## config.mk

```make
export PLATFORM = sky130hd
export DESIGN_NAME = utf8_transcoder
export DESIGN_NICKNAME = d
export VERILOG_FILES = /design/src/sv/u8tc_pkg.sv /design/src/sv/utf8_transcoder.sv /design/src/sv/u8tc_front.sv /design/src/sv/u8tc_cmd_fifo.sv /design/src/sv/u8tc_back.sv
export SDC_FILE = /design/constraint.sdc
export NUM_CORES = 1
export LEC_CHECK = 0
export BUFFER_PORTS_ARGS = -buffer_cell sky130_fd_sc_hd__buf_4
export CORE_MARGIN = 2
export CORE_UTILIZATION = 66
export CTS_CLUSTER_SIZE = 24
export DETAILED_ROUTE_END_ITERATION = 16
export PLACE_DENSITY = 0.85
export SLEW_MARGIN = 20
export SYNTH_ARGS = -nofsm -noshare
export SYNTH_HDL_FRONTEND = slang
export SYNTH_HIERARCHICAL = 1
export SYNTH_SLANG_ARGS = --single-unit
```

## constraint.sdc

```tcl
create_clock -name clk -period 8.9 [get_ports clk]
set_input_delay 1.78 -clock clk [delete_from_list [all_inputs] [get_ports clk]]
set_output_delay 1.78 -clock clk [all_outputs]
set_load 0.005 [all_outputs]
```

## src/sv/u8tc_pkg.sv

```systemverilog
`timescale 1ns / 1ps
// u8tc_pkg: word types, command type and constants for the UTF-8 transcoder.
// No dependencies; used by every module of the block.
package u8tc_pkg;

    typedef struct packed {
        logic [7:0] data_byte;
        logic       end_of_stream;
    } in_word_t;

    typedef struct packed {
        logic        item_kind;
        logic [20:0] unit_value;
        logic        stream_error;
        logic [16:0] unit_count;
        logic        run_last;
    } out_word_t;

    // One decoded byte: an optional character and an optional end item.
    typedef struct packed {
        logic        has_char;
        logic        pair;
        logic [20:0] char_value;
        logic        has_end;
        logic        end_error;
        logic [16:0] end_count;
    } cmd_t;

    localparam logic KIND_UNIT = 1'b0;
    localparam logic KIND_END  = 1'b1;

    localparam logic MODE_UTF16 = 1'b0;
    localparam logic MODE_UTF32 = 1'b1;

    localparam int CMD_DEPTH = 4;
    localparam int CMD_PTR_W = $clog2(CMD_DEPTH);
    localparam int CMD_CNT_W = $clog2(CMD_DEPTH + 1);

    localparam int COUNT_LIMIT = 131071;

    localparam logic [7:0] LEAD2_MIN = 8'hC2;
    localparam logic [7:0] LEAD2_MAX = 8'hDF;
    localparam logic [7:0] LEAD3_MIN = 8'hE0;
    localparam logic [7:0] LEAD3_MAX = 8'hEF;
    localparam logic [7:0] LEAD4_MIN = 8'hF0;
    localparam logic [7:0] LEAD4_MAX = 8'hF4;
    localparam logic [7:0] LEAD_ED   = 8'hED;
    localparam logic [7:0] CONT_A0   = 8'hA0;
    localparam logic [7:0] CONT_9F   = 8'h9F;
    localparam logic [7:0] CONT_90   = 8'h90;
    localparam logic [7:0] CONT_8F   = 8'h8F;

    localparam logic [20:0] CP_SUPP    = 21'h010000;
    localparam logic [20:0] CP_MAX     = 21'h10FFFF;
    localparam logic [20:0] CP_SUR_LO  = 21'h00D800;
    localparam logic [20:0] CP_SUR_HI  = 21'h00DFFF;
    localparam logic [20:0] HI_SUR_BASE = 21'h00D800;
    localparam logic [20:0] LO_SUR_BASE = 21'h00DC00;
    localparam logic [9:0]  SUR_MASK    = 10'h3FF;

endpackage

```

## src/sv/utf8_transcoder.sv

```systemverilog
`timescale 1ns / 1ps
// utf8_transcoder: strict UTF-8 to UTF-16 / UTF-32 stream transcoder, top level.
// Each result word passes through the command queue and then the output register.
// Throughput: one byte per cycle while each byte yields at most one word and the receiver
// pops; a byte that yields two or three words holds the single-word output register once
// per word, absorbed by the four-entry queue. Reset clears control state, mode to UTF-16.
module utf8_transcoder #(
    parameter int MAX_UNITS = 65536
) (
    input  logic                clk,
    input  logic                rst_n,
    input  logic                push,
    output logic                full,
    input  u8tc_pkg::in_word_t  in_word,
    output logic                empty,
    input  logic                pop,
    output u8tc_pkg::out_word_t out_word,
    input  logic                cfg_valid,
    output logic                cfg_ready,
    input  logic                cfg_data
);

    logic           mode_reg;
    logic           accept;
    u8tc_pkg::cmd_t front_cmd;
    u8tc_pkg::cmd_t head_cmd;
    logic           q_full;
    logic           q_not_empty;
    logic           q_rd;
    logic           q_wr;

    assign cfg_ready = 1'b1;
    assign full      = q_full;
    assign accept    = push && !q_full;
    assign q_wr      = accept && (front_cmd.has_char || front_cmd.has_end);

    always_ff @(posedge clk or negedge rst_n)
    begin
        if (!rst_n)
            mode_reg <= u8tc_pkg::MODE_UTF16;
        else if (cfg_valid && cfg_ready)
            mode_reg <= cfg_data;
    end

    u8tc_front #(
        .MAX_UNITS (MAX_UNITS)
    ) u_front (
        .clk     (clk),
        .rst_n   (rst_n),
        .accept  (accept),
        .in_word (in_word),
        .mode    (mode_reg),
        .cmd     (front_cmd)
    );

    u8tc_cmd_fifo u_fifo (
        .clk       (clk),
        .rst_n     (rst_n),
        .wr_en     (q_wr),
        .wr_data   (front_cmd),
        .full      (q_full),
        .rd_en     (q_rd),
        .rd_data   (head_cmd),
        .not_empty (q_not_empty)
    );

    u8tc_back u_back (
        .clk       (clk),
        .rst_n     (rst_n),
        .cmd       (head_cmd),
        .cmd_valid (q_not_empty),
        .cmd_rd    (q_rd),
        .empty     (empty),
        .pop       (pop),
        .out_word  (out_word)
    );

endmodule

```

## src/sv/u8tc_front.sv

```systemverilog
`timescale 1ns / 1ps
// u8tc_front: per-byte UTF-8 sequence gathering, strict validation and unit counting.
// Depends on u8tc_pkg; produces one cmd_t per accepted byte.
module u8tc_front #(
    parameter int MAX_UNITS = 65536
) (
    input  logic                clk,
    input  logic                rst_n,
    input  logic                accept,
    input  u8tc_pkg::in_word_t  in_word,
    input  logic                mode,
    output u8tc_pkg::cmd_t      cmd
);

    localparam int CAP_INT = (MAX_UNITS < u8tc_pkg::COUNT_LIMIT) ? MAX_UNITS
                                                                 : u8tc_pkg::COUNT_LIMIT;
    localparam logic [16:0] CAP = 17'(CAP_INT);

    logic [1:0]  needed_reg, needed_next;
    logic [7:0]  lead_reg, lead_next;
    logic [20:0] accum_reg, accum_next;
    logic        error_reg, error_next;
    logic [16:0] count_reg, count_next;

    always_comb
    begin
        logic [7:0]  b;
        logic [1:0]  total;
        logic        bad;
        logic [20:0] acc_new;
        logic        has_char;
        logic [20:0] cp;
        logic        pair;
        logic [17:0] sum;

        b           = in_word.data_byte;
        total       = 2'd1;
        bad         = 1'b0;
        acc_new     = '0;
        has_char    = 1'b0;
        cp          = '0;
        pair        = 1'b0;
        sum         = '0;
        needed_next = needed_reg;
        lead_next   = lead_reg;
        accum_next  = accum_reg;
        error_next  = error_reg;
        count_next  = count_reg;
        cmd         = '0;

        if (!error_reg)
        begin
            if (needed_reg == 2'd0)
            begin
                if (!b[7])
                begin
                    has_char = 1'b1;
                    cp       = {13'd0, b};
                end
                else if (b >= u8tc_pkg::LEAD2_MIN && b <= u8tc_pkg::LEAD2_MAX)
                begin
                    needed_next = 2'd1;
                    lead_next   = b;
                    accum_next  = {16'd0, b[4:0]};
                end
                else if (b >= u8tc_pkg::LEAD3_MIN && b <= u8tc_pkg::LEAD3_MAX)
                begin
                    needed_next = 2'd2;
                    lead_next   = b;
                    accum_next  = {17'd0, b[3:0]};
                end
                else if (b >= u8tc_pkg::LEAD4_MIN && b <= u8tc_pkg::LEAD4_MAX)
                begin
                    needed_next = 2'd3;
                    lead_next   = b;
                    accum_next  = {18'd0, b[2:0]};
                end
                else
                begin
                    error_next  = 1'b1;
                    needed_next = 2'd0;
                end
            end
            else
            begin
                if (lead_reg >= u8tc_pkg::LEAD4_MIN)
                    total = 2'd3;
                else if (lead_reg >= u8tc_pkg::LEAD3_MIN)
                    total = 2'd2;
                else
                    total = 2'd1;
                bad = (b[7:6] != 2'b10);
                if (needed_reg == total)
                begin
                    if ((lead_reg == u8tc_pkg::LEAD3_MIN && b < u8tc_pkg::CONT_A0) ||
                        (lead_reg == u8tc_pkg::LEAD_ED   && b > u8tc_pkg::CONT_9F) ||
                        (lead_reg == u8tc_pkg::LEAD4_MIN && b < u8tc_pkg::CONT_90) ||
                        (lead_reg == u8tc_pkg::LEAD4_MAX && b > u8tc_pkg::CONT_8F))
                        bad = 1'b1;
                end
                acc_new = {accum_reg[14:0], b[5:0]};
                if (bad)
                begin
                    error_next  = 1'b1;
                    needed_next = 2'd0;
                end
                else
                begin
                    accum_next  = acc_new;
                    needed_next = needed_reg - 2'd1;
                    if (needed_reg == 2'd1)
                    begin
                        if (acc_new > u8tc_pkg::CP_MAX ||
                            (acc_new >= u8tc_pkg::CP_SUR_LO && acc_new <= u8tc_pkg::CP_SUR_HI))
                            error_next = 1'b1;
                        else
                        begin
                            has_char = 1'b1;
                            cp       = acc_new;
                        end
                    end
                end
            end
        end

        if (has_char)
        begin
            pair = (mode == u8tc_pkg::MODE_UTF16) && (cp >= u8tc_pkg::CP_SUPP);
            sum  = {1'b0, count_reg} + (pair ? 18'd2 : 18'd1);
            count_next = (sum >= {1'b0, CAP}) ? CAP : sum[16:0];
        end

        cmd.has_char   = has_char;
        cmd.pair       = pair;
        cmd.char_value = cp;

        if (in_word.end_of_stream)
        begin
            cmd.has_end   = 1'b1;
            cmd.end_error = error_next || (needed_next != 2'd0);
            cmd.end_count = count_next;
            needed_next   = 2'd0;
            lead_next     = '0;
            accum_next    = '0;
            error_next    = 1'b0;
            count_next    = '0;
        end
    end

    always_ff @(posedge clk or negedge rst_n)
    begin
        if (!rst_n)
        begin
            needed_reg <= '0;
            lead_reg   <= '0;
            accum_reg  <= '0;
            error_reg  <= 1'b0;
            count_reg  <= '0;
        end
        else if (accept)
        begin
            needed_reg <= needed_next;
            lead_reg   <= lead_next;
            accum_reg  <= accum_next;
            error_reg  <= error_next;
            count_reg  <= count_next;
        end
    end

`ifndef SYNTHESIS
    a_err_clears_seq: assert property (@(posedge clk) disable iff (!rst_n)
        error_reg |-> needed_reg == 2'd0)
        else $error("pending sequence kept after error");
    a_count_capped: assert property (@(posedge clk) disable iff (!rst_n)
        count_reg <= CAP)
        else $error("unit count above cap");
`endif

endmodule

```

## src/sv/u8tc_cmd_fifo.sv

```systemverilog
`timescale 1ns / 1ps
// u8tc_cmd_fifo: short command queue between the decode front and the emit back.
// Depends on u8tc_pkg for cmd_t and the queue depth.
module u8tc_cmd_fifo (
    input  logic           clk,
    input  logic           rst_n,
    input  logic           wr_en,
    input  u8tc_pkg::cmd_t wr_data,
    output logic           full,
    input  logic           rd_en,
    output u8tc_pkg::cmd_t rd_data,
    output logic           not_empty
);

    u8tc_pkg::cmd_t mem [u8tc_pkg::CMD_DEPTH];

    logic [u8tc_pkg::CMD_PTR_W-1:0] wr_ptr_reg, rd_ptr_reg;
    logic [u8tc_pkg::CMD_CNT_W-1:0] count_reg;

    assign full      = (count_reg == u8tc_pkg::CMD_CNT_W'(u8tc_pkg::CMD_DEPTH));
    assign not_empty = (count_reg != '0);
    assign rd_data   = mem[rd_ptr_reg];

    always_ff @(posedge clk)
    begin
        if (wr_en)
            mem[wr_ptr_reg] <= wr_data;
    end

    always_ff @(posedge clk or negedge rst_n)
    begin
        if (!rst_n)
        begin
            wr_ptr_reg <= '0;
            rd_ptr_reg <= '0;
            count_reg  <= '0;
        end
        else
        begin
            if (wr_en)
                wr_ptr_reg <= (wr_ptr_reg == u8tc_pkg::CMD_PTR_W'(u8tc_pkg::CMD_DEPTH - 1))
                              ? '0 : wr_ptr_reg + 1'b1;
            if (rd_en)
                rd_ptr_reg <= (rd_ptr_reg == u8tc_pkg::CMD_PTR_W'(u8tc_pkg::CMD_DEPTH - 1))
                              ? '0 : rd_ptr_reg + 1'b1;
            if (wr_en && !rd_en)
                count_reg <= count_reg + 1'b1;
            else if (rd_en && !wr_en)
                count_reg <= count_reg - 1'b1;
        end
    end

`ifndef SYNTHESIS
    a_no_overflow: assert property (@(posedge clk) disable iff (!rst_n)
        wr_en |-> !full || rd_en)
        else $error("command queue overflow");
    a_no_underflow: assert property (@(posedge clk) disable iff (!rst_n)
        rd_en |-> not_empty)
        else $error("command queue underflow");
`endif

endmodule

```

## src/sv/u8tc_back.sv

```systemverilog
`timescale 1ns / 1ps
// u8tc_back: expands queued commands into result words, surrogate split included.
// Depends on u8tc_pkg; holds the output register.
module u8tc_back (
    input  logic              clk,
    input  logic              rst_n,
    input  u8tc_pkg::cmd_t    cmd,
    input  logic              cmd_valid,
    output logic              cmd_rd,
    output logic              empty,
    input  logic              pop,
    output u8tc_pkg::out_word_t out_word
);

    logic [1:0]          step_reg;
    logic                out_valid_reg;
    u8tc_pkg::out_word_t out_reg;

    logic [1:0]          n_char;
    logic [1:0]          n_res;
    logic                last;
    logic                load;
    logic [20:0]         v;
    u8tc_pkg::out_word_t res;

    always_comb
    begin
        n_char = cmd.has_char ? (cmd.pair ? 2'd2 : 2'd1) : 2'd0;
        n_res  = n_char + {1'b0, cmd.has_end};
        last   = (step_reg == n_res - 2'd1);
        v      = cmd.char_value - u8tc_pkg::CP_SUPP;
        res    = '0;
        if (cmd.has_char && step_reg < n_char)
        begin
            res.item_kind = u8tc_pkg::KIND_UNIT;
            if (!cmd.pair)
                res.unit_value = cmd.char_value;
            else if (step_reg == 2'd0)
                res.unit_value = u8tc_pkg::HI_SUR_BASE | {11'd0, v[19:10] & u8tc_pkg::SUR_MASK};
            else
                res.unit_value = u8tc_pkg::LO_SUR_BASE | {11'd0, v[9:0] & u8tc_pkg::SUR_MASK};
        end
        else
        begin
            res.item_kind    = u8tc_pkg::KIND_END;
            res.stream_error = cmd.end_error;
            res.unit_count   = cmd.end_count;
        end
        res.run_last = last;
    end

    assign load     = cmd_valid && (!out_valid_reg || pop);
    assign cmd_rd   = load && last;
    assign empty    = !out_valid_reg;
    assign out_word = out_reg;

    always_ff @(posedge clk or negedge rst_n)
    begin
        if (!rst_n)
        begin
            step_reg      <= '0;
            out_valid_reg <= 1'b0;
        end
        else
        begin
            if (load)
            begin
                step_reg      <= last ? 2'd0 : step_reg + 2'd1;
                out_valid_reg <= 1'b1;
            end
            else if (pop)
                out_valid_reg <= 1'b0;
        end
    end

    always_ff @(posedge clk)
    begin
        if (load)
            out_reg <= res;
    end

`ifndef SYNTHESIS
    a_run_continues: assert property (@(posedge clk) disable iff (!rst_n)
        out_valid_reg && pop && !out_reg.run_last |=> out_valid_reg)
        else $error("run broken before its last word");
`endif

endmodule

```

* Word-level counts from Yosys, hierarchy flattened
Memory sizes are Yosys's and may differ from the RTL's.
Cells that the tools add are included.
** Cells by class
- Add/sub/neg operators :: 10
- Magnitude comparators :: 18
- Eq/ne operators :: 15
- Muxes and demuxes :: 73
- Bitwise operators :: 1
- Reductions and logical operators :: 38
** Operators with widths (count)
- 21-bit 2-to-1 mux :: 6
- 15-bit 2-to-1 mux :: 8
- 8-bit 2-to-1 mux :: 7
- 17-bit 2-to-1 mux :: 3
- 8-bit greater-or-equal comparator (second input constant) :: 5
- 2-bit 2-to-1 mux :: 18
- 8-bit equality test (second input constant) :: 4
- 1-bit 2-to-1 mux :: 26
- 8-bit less-or-equal comparator (second input constant) :: 3
- 21-bit by 16-bit greater-or-equal comparator with 1-bit output (second input constant) :: 1
- 21-bit by 17-bit greater-or-equal comparator with 1-bit output (second input constant) :: 1
- 21-bit > comparator (second input constant) :: 1
- 21-bit by 16-bit less-or-equal comparator with 1-bit output (second input constant) :: 1
- 20-bit by 17-bit subtractor with 20-bit output (second input constant) :: 1
- 19-bit 2-to-1 mux :: 1
- 17-bit by 18-bit adder with 18-bit output :: 1
- 18-bit by 17-bit greater-or-equal comparator with 1-bit output (second input constant) :: 1
- 8-bit > comparator (second input constant) :: 2
- 1-bit logical AND :: 16
- 8-bit less-than comparator (second input constant) :: 2
- 11-bit 2-to-1 mux :: 1
- 5-bit AND reduction :: 2
- 2-bit nonzero test :: 5
- 1-bit logical OR :: 7
- 21 further kinds :: 32
** Storage, ports and cells
- Bits in registers :: 95
- Bits in writable memories :: 168
- Output and inout bits :: 44
- Logic and storage cells :: 172
- Memories :: 1
** Memory list
- u_fifo.mem :: words 4, bits a word 42, read ports 1, clocked after Yosys merged registers in 0, write ports 1, RTL line u8tc_cmd_fifo.sv:15 : u8tc_pkg::cmd_t mem [u8tc_pkg::CMD_DEPTH];

* Longest topological paths before layout
Gate-level depths: netlist of the first run.
- Depth in word-level cells :: 26
- Mapped depth :: 17

* Hierarchy
The synthesis of the first run kept the hierarchy.
** By module, submodules not included
- u8tc_cmd_fifo :: times used 1, cells each 257, area each 6533.8 sq um, sequential area each 5220.0 sq um
- u8tc_front :: times used 1, cells each 405, area each 3405.8 sq um, sequential area each 1076.0 sq um
- u8tc_back :: times used 1, cells each 147, area each 1970.6 sq um, sequential area each 1306.3 sq um
- utf8_transcoder :: times used 1, cells each 6, area each 72.6 sq um, sequential area each 25.0 sq um

* Worst setup path after synthesis of the first run
No wires, ideal clock.
- Path type :: input to register
- Start point :: in in_word[6] in the netlist's numbering
- End point :: mem u_fifo/mem[0][13] in the netlist's numbering (data pin)
- Data arrival time :: 5271 ps
- Data required time :: 8674 ps
- Path slack :: 3403 ps
- Stages :: 14
- Path buffers :: 1
- Cell sequence :: o31ai_1 -> xnor2_1 -> a2bb2oi_2 -> nand3_1 -> nor3b_2 -> clkbuf_1 -> and2_1 -> fa_1 -> nand3_2 -> nor4_4 -> o2111ai_2 -> a21oi_1 -> nand2_1 -> o32ai_1
** RTL lines
- from (decl) :: RTL line utf8_transcoder.sv:14 : input u8tc_pkg::in_word_t in_word,
- to (decl) :: RTL line u8tc_cmd_fifo.sv:15

==> flow_metrics.tcl, run 1 <==
set metrics [dict create \
    avgSynthCellArea_um2 14.7 \
    synth_most_common_cell "edfxtp_1" \
    overflow 0 \
    crit_path_end "u_fifo/mem[3][13]" \
    track_usage_pct 27.9 \
    num_vias 7529 \
    skew_ps 20.2 \
    top_layer "met5" \
    gp_congestion 0.869 \
    pin_count 59 \
    whs_ps 489 \
    grt_pass1_wl_um 41900 \
    cts_tree "built" \
    die_x_um 139 \
    tightest_slew_ps 964 \
    tns_ps 0 \
    synth_ff_type "edfxtp_1" \
    ys_seq_elements 263 \
    drt-met1-wl_um 10400 \
    drive_gt1_share_pct 20.8 \
    fin_crit_ps 6120 \
    yosys_warnings 6 \
    n_antenna_cell 0 \
    yosys.area.top_type_share_pct 52.4 \
    cp.required_ps 9180 \
    synth_edf_count 209 \
    r2r_cells 13 \
    dieArea_um2 19200 \
    drc_errors 0 \
    cts_max_level 1 \
    synth.distinct_cells 90 \
    ys_top_cells_by_area "edfxtp_1 (52%), dfrtp_1 (11%), mux4_2 (7.1%)" \
    largest_reg_flops 168 \
    die_y_um 139 \
    synthCells 815 \
    fmax_mhz 163 \
    drtIter0Drc 816 \
    report.final.slew_viol_count 0 \
    drv_cap 0 \
    cp_cell_sequence "buf_4, o31ai_1, xnor2_1, a2bb2oi_2, nand3_1, nor3b_2, and2_1, fa_1, nand3_2, nor4_4, o2111ai_2, a21oi_1, nand2_1, o32ai_1" \
    synth_nets 846 \
    post_drt_wl_per_cell_um 24.3 \
    setup.worst_path.end_class "register" \
    hold_violations 0 \
    dr_wl_met2_um 13400 \
    cts_resized 0 \
    min_period_over_period_pct 68.8 \
    port_buffers 57 \
    cts.sinks 263 \
    crit_fanout 18 \
    routed_wl_um 26900 \
    grt_pass1_vias 7510 \
    ant_nets 0 \
    finalNonFillerCells 1106 \
    met3_length_um 2490 \
    clock-root-buffer "clkbuf_16" \
    syn_to_final_growth_pct 10.7 \
    timing.rr.start "u_front/needed_reg[1]" \
    final_nets 888 \
    synth.cell_area_um2 12000 \
    first_pass_iters 5 \
    worst-setup-path-type "in -> reg" \
    worstPathArrival_ps 6400 \
    critPathLaunch "in_word[6]" \
    synth_area_leader_cell "edfxtp_1" \
    antenna_found_initial 1 \
    outcome "finished, final reports clean" \
    cts_buffers 27 \
    ys_seq_area_share_pct 63.7 \
    p_leak_nw 4.78 \
    worstSetupStartpointType "input port" \
    dp.cells 1057 \
    crit_slowest_cell "nor3b_2" \
    via_per_inst 6.81 \
    clk_latency_ps 530 \
    place_hpwl_um 16600 \
    worstReg2RegEnd "u_fifo/mem[3][13]" \
    rows 49 \
    holdBufCountCts 0 \
    yosys-top-cells-count "edfxtp_1 (209), dfrtp_1 (54), nand2_1 (54), and2_1 (46), mux4_2 (38)" \
    synth-async-reset-ratio_pct 20.5 \
    slew_headroom_pct 35.7 \
    finalSetupViolCount 0 \
    clockBufferDepth 3 \
    critPathMaxStageDelay_ps 810 \
    grt_max_degree 55 \
    r2r_setup_slack_ps 3790 \
    clk_pin_slew_ps 60 \
    powerDensity_nw_per_um2 331 \
    hold_class "reg -> reg" \
    finalInstanceArea_um2 13300 \
    rsz0062_at_grt "false" \
    initial_core_util_pct 66.9 \
    core_area_um2 17900 \
    postCtsSetupRepairBufs 0 \
    nFillCells 1062 \
    place_area_um2 12400 \
    ir_drop_uv 354 \
]
[worst max-delay path, delay by kind of cell]
kind,cells,cell delay (ps)
buffers and inverters,1,140
adders and majority gates,1,320
AOI/OAI and AO/OA,5,1760
and+or+nand+nor,6,2190
xor gates and xnor gates,1,190
[worst min-delay path by stage]
stage / startpoint / endpoint / cells past startpoint
floorplan: u_fifo/count_reg[2] / u_fifo/count_reg[2] / 1
global placement: u_fifo/count_reg[2] / u_fifo/count_reg[2] / 1
detailed placement: u_front/lead_reg[6] / u_front/lead_reg[6] / 1
CTS: u_front/lead_reg[6] / u_front/lead_reg[6] / 1
global route: u_front/lead_reg[6] / u_front/lead_reg[6] / 1
finish: u_front/lead_reg[6] / u_front/lead_reg[6] / 1
[power by group]
part | total (W) | switching [W] | internal [W]
logic | 0.00144 | 0.000839 | 0.000601
clock network | 0.00110 | 0.000445 | 0.000650
registers | 0.00186 | 0.000159 | 0.00170
total | 0.00440 | 0.00144 | 0.00295
[cell type report]
class / count / area [µm²] / area share, %
Clock buffer: 40 / 764 / 5.76
Multi-Input combinational cell: 469 / 3890 / 29.3
Sequential cell: 263 / 7630 / 57.5
Timing Repair Buffer: 64 / 480 / 3.62
Tap cell: 229 / 287 / 2.16
Clock inverter: 9 / 98.8 / 0.745
Inverter: 32 / 120 / 0.905
[cells in the final DEF, fill, tap and decap left out, drive strengths merged, types with 5 or more instances in the layout]
cell / instances
nor2b: 12
mux4: 42
buf: 64
nand2: 57
o311ai: 8
a211oi: 9
edfxtp: 209
ha: 14
a31oi: 5
o221ai: 12
a21oi: 20
or3: 7
and2: 48
nand2b: 7
nand3: 20
clkbuf: 40
o31ai: 5
xnor2: 6
or4: 7
a22o: 15
nor2: 31
nand4: 14
mux2: 9
nor4: 5
dfrtp: 54
clkinv: 5
o21ai: 25
inv: 33
a311o: 5
and3: 7
nor3: 22
[logic make-up (layout without fill, tap and decap cells)]
logic type / after synthesis / in the layout / share of synthesized area (%)
AO/OA/AOI/OAI: 142 / 142 / 9.19
XOR/XNOR: 9 / 9 / 0.721
adder cells (fa/ha/maj): 16 / 16 / 1.80
buffers and inverters: 83 / 145 / 3.98
flip-flops: 263 / 263 / 63.7
multiplexers: 52 / 52 / 8.98
other: 1 / 1 / 0.0313
AND/OR/NAND/NOR: 249 / 249 / 11.7
[through the flow]
stage / power (W) / utilization, % / worst slack, ps
global placement: 0.00319 / 69.3 / 2630
floorplan: 0.00288 / - / 3400
CTS: 0.00440 / 74.1 / 2810
global route: 0.00459 / 74.1 / 2350
detailed placement: 0.00328 / 69.3 / 2340
finish: 0.00440 / 74.1 / 2780
[layer usage]
| metal | vias to the layer above | track usage [%] |
|---|---|---|
| met1 | 3753 | 38.9 |
| met5 | - | 0 |
| met2 | 448 | 46.8 |
| li1 | 3252 | - |
| met3 | 74 | 5.42 |
| met4 | 2 | 6.54 |
Note: power is estimated with default switching activity, not from simulation.
==> run 2: changes to the inputs <==
- CORE_UTILIZATION: 66 -> 61
- PLACE_DENSITY: 0.85 -> 0.79
- clock period: 8.9 -> 6.3 ns (I/O delays scaled with it)
==> run 2 against run 1 <==
Against the previous run:
- via count shrank 0.66%
- critical path depth is the same
- combinational power grew 40%
- sequential share of layout area shrank 0.75 points
- register-to-register slack lost 2200 ps
- worst hold slack gained 0.85 ps
- clock-buffer cell count is the same
- first-iteration DRC count shrank 7.7%
- clock skew shrank 11 ps
- routed wire length shrank 2.0%
- largest cell class unchanged
==> flow_metrics.tcl, run 2 (synthesis gave the netlist of run 1 again) <==
set metrics [dict create \
    outcome "finished, final reports clean" \
    final_nets 897 \
    place_hpwl_um 16800 \
    hold_class "reg -> reg" \
    drc_errors 0 \
    overflow 0 \
    track_usage_pct 25.8 \
    clockBufferDepth 3 \
    rsz0062_at_grt "false" \
    cp.required_ps 6570 \
    worstSetupStartpointType "input port" \
    timing.rr.start "u_front/accum_reg[12]" \
    cts_buffers 27 \
    finalSetupViolCount 0 \
    largest_reg_flops 168 \
    pin_count 59 \
    setup_slack_ps 1120 \
    holdBufCountCts 0 \
    ant_nets 0 \
    tns_ps 0 \
    antenna_found_initial 1 \
    cts.sinks 263 \
    clk_latency_ps 530 \
    r2r_cells 13 \
    clock-root-buffer "clkbuf_16" \
    cts_resized 0 \
    gp_congestion 0.941 \
    dieArea_um2 20800 \
    drive_gt1_share_pct 22.1 \
    whs_ps 490 \
    via_per_inst 6.50 \
    multi_input_area_um2 3890 \
    final_core_util_pct 69.3 \
    initial_core_util_pct 61.8 \
    core_area_um2 19400 \
    hold_violations 0 \
    drv_cap 0 \
    nFillCells 1307 \
    rows 51 \
    num_vias 7479 \
    drtIter0Drc 753 \
    fin_crit_ps 5180 \
    die_x_um 144 \
    slew_headroom_pct 36.4 \
    grt_max_degree 55 \
    ir_drop_uv 239 \
    post_drt_wl_per_cell_um 22.9 \
    r2r_setup_slack_ps 1590 \
    min_period_over_period_pct 82.2 \
    place_ws_ps 679 \
    grt_pass1_vias 7365 \
    skew_ps 9.38 \
    fmax_mhz 193 \
    powerDensity_nw_per_um2 467 \
    routed_wl_um 26400 \
    worstPathArrival_ps 5440 \
    n_antenna_cell 0 \
    seq_area_um2 7630 \
    critPathLaunch "in_word[6]" \
    cts_max_level 1 \
    first_pass_iters 5 \
    clk_pin_slew_ps 60 \
    cts_tree "built" \
    syn_to_final_growth_pct 12.2 \
    crit_path_end "u_fifo/mem[2][13]" \
    grt_pass1_wl_um 40800 \
    mostFrequentLayoutCells "edfxtp_1 (209), buf_4 (73), nand2_1 (54)" \
    report.final.slew_viol_count 0 \
    setup.worst_path.end_class "register" \
    worst-setup-path-type "in -> reg" \
    worstReg2RegEnd "u_fifo/mem[2][13]" \
    final_common_cell "edfxtp_1" \
    tightest_slew_ps 954 \
    p_leak_nw 4.85 \
    port_buffers 57 \
    crit_fanout 8 \
    postCtsSetupRepairBufs 0 \
    die_y_um 144 \
]
run 2: worst min path at each step:
| stage | from | to | slack, ps | cells after the start |
|---|---|---|---|---|
| 2_1_floorplan | u_fifo/count_reg[2] | u_fifo/count_reg[2] | 450 | 1 |
| 3_3_place_gp | u_fifo/count_reg[2] | u_fifo/count_reg[2] | 470 | 1 |
| 3_5_place_dp | u_front/lead_reg[6] | u_front/lead_reg[6] | 480 | 1 |
| 4_1_cts | u_front/lead_reg[6] | u_front/lead_reg[6] | 500 | 1 |
| 5_1_grt | u_front/lead_reg[6] | u_front/lead_reg[6] | 520 | 1 |
| 6_report | u_front/lead_reg[6] | u_front/lead_reg[6] | 490 | 1 |
run 2: routing by layer:
metal  share of wire (%)  wire length (µm)  track usage (%)
met5               0.046                12                0
met4                 3.0               802             7.82
met3                 8.4              2210             4.17
met2                  48             12700             41.9
met1                  40             10700             36.8
run 2: area by class of cell:
type,count,share of cell area [%]
clock inverter,9,0.996
multi-input combinational,469,28.9
timing repair buffer,73,4.08
clock buffer,40,5.91
tap,265,2.47
inverter,32,0.893
sequential,263,56.7
run 2: per-stage QoR:
stage,cells,cell area (µm²),total power (W)
floorplan,815,12000,0.00407
global placement,1102,12500,0.00453
detailed placement,1102,12500,0.00465
CTS,1151,13400,0.00629
global route,1151,13400,0.00658
finish,1151,13400,0.00628
run 2: where the power goes:
group / leakage (nW) / switching [W] / internal (W) / total [W]
Sequential: 2.67 / 0.000230 / 0.00240 / 0.00263
Combinational: 1.73 / 0.00115 / 0.000857 / 0.00201
Clock: 0.447 / 0.000642 / 0.000995 / 0.00164
Total: 4.85 / 0.00202 / 0.00426 / 0.00628
run 2: worst max-delay path, cell delays in order:
cell and delay, ps:
buf_4 140, o31ai_1 340, xnor2_1 200, a2bb2oi_2 290, nand3_1 210, nor3b_2 330
and2_1 240, fa_1 330, nand3_2 190, nor4_4 400, o2111ai_2 260, a21oi_1 450
nand2_1 270, o32ai_1 520
==> run 3: changes to the inputs <==
- CORE_UTILIZATION: 61 -> 55
- PLACE_DENSITY: 0.79 -> 0.76
- clock period: 6.3 -> 4.4 ns (I/O delays scaled with it)
==> run 3 against run 2 <==
Against the previous run:
- worst setup slack got worse by 910 ps
- global-route usage decreased by 3.3 points
- routed wire length decreased by 5.7%
- combinational power increased by 45%
- total power increased by 40%
- cell count increased by 3.6%
- critical path depth decreased by 2
- clock-buffer cell count decreased by 3
- sequential cell count unchanged
- first-iteration DRC count increased by 10%
- cell area increased by 1.7%
- via count decreased by 1.7%
==> flow_metrics.tcl, run 3 (synthesis gave the netlist of run 1 again) <==
set metrics [dict create \
    outcome "finished, final reports clean" \
    ant_nets 0 \
    post_drt_wl_per_cell_um 20.8 \
    routed_wl_um 24800 \
    cp_cell_sequence "or4_4, o41a_1, and2_4, nor3b_4, and2_1, ha_1, a21oi_1, or3_1, or4_1, a2bb2oi_1, nor3_1, o32ai_2" \
    drtIter0Drc 831 \
    whs_ps 437 \
    first_pass_iters 5 \
    die_y_um 152 \
    finalSetupViolCount 0 \
    holdBufCountCts 0 \
    rsz0062_at_grt "false" \
    overflow 0 \
    cts_buffers 27 \
    crit_fanout 4 \
    crit_slowest_cell "or4_4" \
    drv_cap 0 \
    mostFrequentLayoutCells "edfxtp_1 (209), buf_4 (94), nand2_1 (54)" \
    final_common_cell "edfxtp_1" \
    nFillCells 1572 \
    core_area_um2 21600 \
    n_antenna_cell 0 \
    power_w 0.00881 \
    slew_headroom_pct 44.2 \
    track_usage_pct 22.5 \
    worstSetupStartpointType "register" \
    hold_violations 0 \
    clk_latency_ps 530 \
    clock-root-buffer "clkbuf_16" \
    gp_congestion 0.915 \
    num_vias 7353 \
    final_nets 923 \
    critPathMaxStageDelay_ps 560 \
    hold_class "in -> async" \
    dp.cells 1143 \
    port_buffers 57 \
    rows 54 \
    min_period_over_period_pct 95.0 \
    clk_pin_slew_ps 60 \
    place_hpwl_um 16000 \
    dieArea_um2 23000 \
    ir_drop_uv 311 \
    cts.sinks 263 \
    largest_reg_flops 168 \
    r2r_cells 12 \
    worst-setup-path-type "reg -> reg" \
    fmax_mhz 239 \
    skew_ps 15.4 \
    syn_to_final_growth_pct 14.1 \
    report.final.slew_viol_count 0 \
    tns_ps 0 \
    drc_errors 0 \
    initial_core_util_pct 55.4 \
    worstPathArrival_ps 4420 \
    finalNonFillerCells 1193 \
    cp.required_ps 4640 \
    pin_count 59 \
    tightest_slew_ps 837 \
    p_leak_nw 4.96 \
    die_x_um 152 \
    final_core_util_pct 63.3 \
    cts_max_level 1 \
    clockBufferDepth 3 \
    grt_max_degree 55 \
    cts_tree "built" \
    via_per_inst 6.16 \
    powerDensity_nw_per_um2 644 \
    fin_crit_ps 4180 \
    grt_pass1_vias 7172 \
    antenna_found_initial 0 \
    grt_pass1_wl_um 39600 \
    setup.worst_path.end_class "register" \
    drive_gt1_share_pct 24.8 \
]
run 3: changes by cell type in the layout (fill, tap and decap cells not counted), moves of 2 or more:
cell	delta
o32ai_2	+3
clkbuf_8	-4
buf_12	+5
buf_4	+21
bufinv_16	-2
clkinv_2	+4
o32ai_1	-3
run 3: per-stage QoR:
stage / cell area [µm²] / worst slack, ps
after CTS: 13700 / 139
after global routing: 13700 / 38.6
final: 13700 / 219
after floorplan: 12000 / 12.8
after detailed placement: 12800 / -163
after global placement: 12800 / -39.8
run 3: worst paths after layout:
check / from / end / slack, ps
hold / removal: rst_n / u_front/count_reg[15] / 440
hold reg to reg: u_front/lead_reg[6] / u_front/lead_reg[6] / 480
max in group asynchronous: rst_n / u_fifo/rd_ptr_reg[1] / 3400
min in group clk: u_front/lead_reg[6] / u_front/lead_reg[6] / 480
setup / recovery: u_front/accum_reg[11] / u_fifo/mem[0][15] / 220
setup reg to reg: u_front/accum_reg[11] / u_fifo/mem[0][15] / 220
run 3: worst max-delay path: cells and delay by family, from the launching register on:
family | cells | cell delay (ps)
AOI/OAI and AO/OA | 4 | 890
adders and majority gates | 1 | 290
DFF | 1 | 410
and+or+nand+nor | 7 | 2300
run 3: final cells by class:
type	count	area [µm²]	share of cell area (%)
clock buffer	37	743	5.43
clock inverter	13	110	0.805
inverter	32	120	0.878
multi-input combinational	469	3920	28.6
sequential	263	7630	55.8
tap	280	350	2.56
timing repair buffer	99	806	5.89
run 3: routing by layer:
metal	global-route usage [%]	share of wire [%]	vias to the layer above
met5	0	0	-
met4	6.39	2.3	0
met3	4.19	7.1	44
met2	35.7	47	296
met1	32.3	43	3689
li1	-	-	3324
run 3: what timing repair did:
action | 4_1_cts | 5_1_grt
endpoints found under the setup margin | 0 | 12
setup buffers | 0 | 0
endpoints found under the hold margin | 0 | 0
resized for setup | 0 | 3
run 3: power by group:
group | internal (W) | switching, W
combinational | 0.00129 | 0.00162
sequential | 0.00344 | 0.000289
clock | 0.00125 | 0.000916
